$ cat src/rtl/bdp_pkg.sv
`timescale 1ns / 1ps
// ----------------------------------------------------------------------------
// bdp_pkg: shared definitions for the box downsample pyramid
// Field widths, register indexes, reset values and parameter defaults used by
// the pyramid top level and its RAM.
// ----------------------------------------------------------------------------
package bdp_pkg;

   // Parameter defaults for the top level.
   localparam int MAX_WIDTH_DEF    = 2048;
   localparam int MAX_HEIGHT_DEF   = 2048;
   localparam int MAX_CHANNELS_DEF = 4;
   localparam int LEVELS_DEF       = 11;
   localparam int FRAC_BITS_DEF    = 8;

   // Port field widths.
   localparam int SAMPLE_W  = 16;
   localparam int LEVEL_W   = 4;
   localparam int COLUMN_W  = 10;
   localparam int ROW_W     = 10;
   localparam int CHANNEL_W = 2;
   localparam int VALUE_W   = 24;

   // Configuration port and register widths.
   localparam int CSR_INDEX_W    = 3;
   localparam int CSR_DATA_W     = 12;
   localparam int WIDTH_REG_W    = 12;
   localparam int HEIGHT_REG_W   = 12;
   localparam int CHANNELS_REG_W = 3;
   localparam int LEVELS_REG_W   = 4;

   typedef logic [CSR_INDEX_W-1:0] csr_index_type;

   // Register indexes.
   localparam csr_index_type REG_IMAGE_WIDTH  = csr_index_type'(0);
   localparam csr_index_type REG_IMAGE_HEIGHT = csr_index_type'(1);
   localparam csr_index_type REG_CHANNELS     = csr_index_type'(2);
   localparam csr_index_type REG_MAX_LEVELS   = csr_index_type'(3);

   // Register values after reset.
   localparam logic [WIDTH_REG_W-1:0]    RESET_IMAGE_WIDTH  = WIDTH_REG_W'(256);
   localparam logic [HEIGHT_REG_W-1:0]   RESET_IMAGE_HEIGHT = HEIGHT_REG_W'(256);
   localparam logic [CHANNELS_REG_W-1:0] RESET_CHANNELS     = CHANNELS_REG_W'(1);
   localparam logic [LEVELS_REG_W-1:0]   RESET_MAX_LEVELS   = LEVELS_REG_W'(11);

   // Address bits needed for a store of the given depth (at least one).
   function automatic int addr_bits(input int depth);
      return (depth > 1) ? $clog2(depth) : 1;
   endfunction

endpackage

$ cat src/rtl/bdp_ram.sv
`timescale 1ns / 1ps
// ----------------------------------------------------------------------------
// bdp_ram: simple dual-port RAM
// One write port and one read port; the read data is registered and holds its
// value while no read is enabled.
// ----------------------------------------------------------------------------
module bdp_ram #(
   parameter int WIDTH = 8,
   parameter int DEPTH = 16
) (
   input  logic                                     clock,
   input  logic                                     wr_en,
   input  logic [bdp_pkg::addr_bits(DEPTH)-1:0]     wr_addr,
   input  logic [WIDTH-1:0]                         wr_data,
   input  logic                                     rd_en,
   input  logic [bdp_pkg::addr_bits(DEPTH)-1:0]     rd_addr,
   output logic [WIDTH-1:0]                         rd_data
);
   import bdp_pkg::*;

   localparam int AW = addr_bits(DEPTH);

   logic [WIDTH-1:0] mem_ff [DEPTH];
   logic [WIDTH-1:0] rd_data_ff;
   logic [AW-1:0]    wr_addr_in;

   assign wr_addr_in = wr_addr;

   // Storage array and registered read.
   always_ff @(posedge clock) begin
      if (wr_en) begin
         mem_ff[wr_addr_in] <= wr_data;
      end
      if (rd_en) begin
         rd_data_ff <= mem_ff[rd_addr];
      end
   end

   assign rd_data = rd_data_ff;

endmodule

$ cat config.mk
export PLATFORM = sky130hd
export DESIGN_NAME = bdp_ram
export DESIGN_NICKNAME = d
export VERILOG_FILES = /design/src/rtl/bdp_pkg.sv /design/src/rtl/bdp_ram.sv
export SDC_FILE = /design/constraint.sdc
export NUM_CORES = 1
export LEC_CHECK = 0
export BUFFER_PORTS_ARGS = -buffer_cell sky130_fd_sc_hd__clkbuf_2
export CORE_MARGIN = 1
export CORE_UTILIZATION = 55
export CTS_CLUSTER_DIAMETER = 120
export DETAILED_ROUTE_END_ITERATION = 10
export HOLD_SLACK_MARGIN = 0.12
export PLACE_DENSITY = 0.76
export REMOVE_ABC_BUFFERS = 1
export SYNTH_ARGS = -nofsm -noshare
export SYNTH_HDL_FRONTEND = slang
export SYNTH_SLANG_ARGS = --single-unit
$ cat constraint.sdc
create_clock -name clock -period 3.5 [get_ports clock]
set_input_delay 0.35 -clock clock [delete_from_list [all_inputs] [get_ports clock]]
set_output_delay 0.35 -clock clock [all_outputs]
set_load 0.05 [all_outputs]
==> metrics.md <==
| Metric | Value |
|---|---|
| Chip height | 99.5 µm |
| Pwr Total | 3.52 mW |
| Relative slew slack | 34.5% |
| Sequential share of the synthesized area | 78.1% |
| Max incr delay on CP | 0.59 ns |
| Number of synthesized flops with an enable pin | 136 |
| Number of antenna violations at the first check in global routing | 0 |
| Initial DRC count | 224 |
| Largest buffer count on any clock path | 2 |
| GRT Total Usage | 22.5% |
| Synth top area cells | edfxtp_1, mux4_2, mux4_1 |
| Antenna Nets Post-Route | 0 |
| First-pass GRT wire length | 15.1 mm |
| Power Dens Cells | 590 nW/µm² |
| Maximum vdd ir drop | 391 µV |
| Resized cells post-CTS | 0 |
| Post-CTS Setup Inserts | 0 |
| #FFs+latches synth | 136 |
| Nets | 288 |
| CTS tree | built |
| Max-cap viol count | 0 |
| # IOs | 27 |
| HP Class | input port to flop |
| Detailed Routing Iterations Pass 1 | 4 |
| Routed len/inst | 24.2 µm |
| CTS Sinks | 136 |
| Crit path capture type | flop |
| Lkg Pwr | 1.97 nW |
| Area grow syn2layout | 14.0% |
| Synth top area share | 78.1% |
| Total negative slack | 0 ns |
| Slew Limit Fails | 0 |
| Num CTS Buffers | 17 |
| Crit share post-route | 49.3% |
| I/O Buffers | 26 |
| Area of the die | 9900 µm² |
| Most frequent cell after synthesis | edfxtp_1 |
| Final hold vios | 0 |
| Gr ovfl total | 0 |
| Fmax | 0.580 GHz |
| Yosys warns | 0 |
| Final GP Congestion | 0.705 |
| CP Max Fanout | 32 |
| Critical-path top delay cell | mux4_2 |
| CP Buf/Inv Count | 2 |
| CTS Hold Bufs | 0 |
| Synth top cells by count | edfxtp_1, mux4_2, a22oi_1 |
| Crit path DAT | 1.97 ns |
| Ys flop type | edfxtp_1 |
| Vias/cell | 6.03 |
| HPWL Detailed | 5.96 mm |
| Largest net degree at the start of global routing | 33 |
| Crit path cell chain | clkbuf_2, buf_4, mux4_2, a22oi_1, nand2_1 |
| Async SR Flop Fraction | 0% |
| Initial core utilization | 56.6% |
| Core area | 9240 µm² |
| Cell taking the most area after synthesis | edfxtp_1 |
| Row count | 35 |
| Delay-heaviest family, CP | multiplexers |
| DRC errors left | 0 |
| Clock Skews | 0.00803 ns |
| Crit path required time | 3.75 ns |
| Syn_area_per_cell | 22.8 µm² |
| Layout cells sized above 1 | 25.2% |
| Final setup violation count | 0 |
| DIE WIDTH | 99.5 µm |
| Vias in the first global route | 2563 |
| Total length of routed wires | 9.83 mm |
| Worst setup SP type | input port |
| Outcome | complete, no violations |
| Routed vias | 2455 |
| Post-Syn Area | 5230 µm² |
| Worst slew pin tran | 0.979 ns |
| Setup CP Type | input port to flop |
| Synth unique cells | 18 |
| Clk_lat worst skew | 0.50 ns |
| Post-Layout Inst Area | 5960 µm² |
| RSZ-0062 raised after global routing | false |
| CTS clk-pin slew, worst paths | 0.06 ns |
| Min Tclk post-route | 1.72 ns |
| Post-DP Area | 5470 µm² |
| CTS root buffer | clkbuf_8 |
| Antenna diode count | 0 |
| Hold Slack | 0.267 ns |
| H-tree depth | 4 |
| Synth Instances | 229 |
## registers in the layout (all words and copies together), names as in the netlist
name / cells
mem_ff: 128
rd_data: 8
## through the flow
step / worst slack, ns / util (%) / std cells
2_1_floorplan: 1.66 / - / 219
3_3_place_gp: 1.27 / 59.2 / 379
3_5_place_dp: 1.23 / 59.2 / 379
4_1_cts: 1.78 / 64.5 / 407
5_1_grt: 1.69 / 64.5 / 407
6_report: 1.78 / 64.5 / 407
## layout make-up
cell class	instances	area (µm²)
sequential	136	4080
clock inverter	7	57.6
fill	611	3280
clock buffer	21	429
multi-input combinational	83	1060
timing repair buffer	31	168
tap	129	161
## layout by cell type (no fill, tap or decap), types with 5 or more instances in the layout
cell / n
nor2_1: 13
buf_4: 5
a22oi_1: 16
mux4_2: 18
nand2_1: 9
clkbuf_2: 26
mux4_1: 14
clkbuf_16: 16
edfxtp_1: 136
## per-layer routing
layer / track usage, % / wire length [µm]
met1: 30.8 / 4100
met5: 0 / 0
met2: 34.5 / 4890
met4: 9.50 / 150
met3: 6.61 / 697
## cell families after synthesis
| logic type | Yosys count | share of synthesized area (%) |
|---|---|---|
| DFF | 136 | 78.1 |
| and+or+nand+nor | 35 | 3.14 |
| muxes | 32 | 14.8 |
| buffers and inverters | 10 | 1.65 |
| AOI/OAI and AO/OA | 16 | 2.30 |
## final timing paths
path | from | to | slack (ns) | cells after the start
worst max-delay path | rd_addr[0] | rd_data[4]$_DFFE_PP_ | 1.78 | 5
worst min-delay path | rd_en | rd_data[4]$_DFFE_PP_ | 0.27 | 1
worst max register to register | mem_ff[3][4]$_DFFE_PP_ | rd_data[4]$_DFFE_PP_ | 1.93 | 3
worst min register to register | mem_ff[14][0]$_DFFE_PP_ | rd_data[0]$_DFFE_PP_ | 0.75 | 3
## power by group
part	internal, mW	total [mW]	switching (mW)
Sequential	1.84	1.85	0.0109
Combinational	0.0646	0.183	0.119
Clock	0.911	1.48	0.573
(Power assumes the default switching activity.)
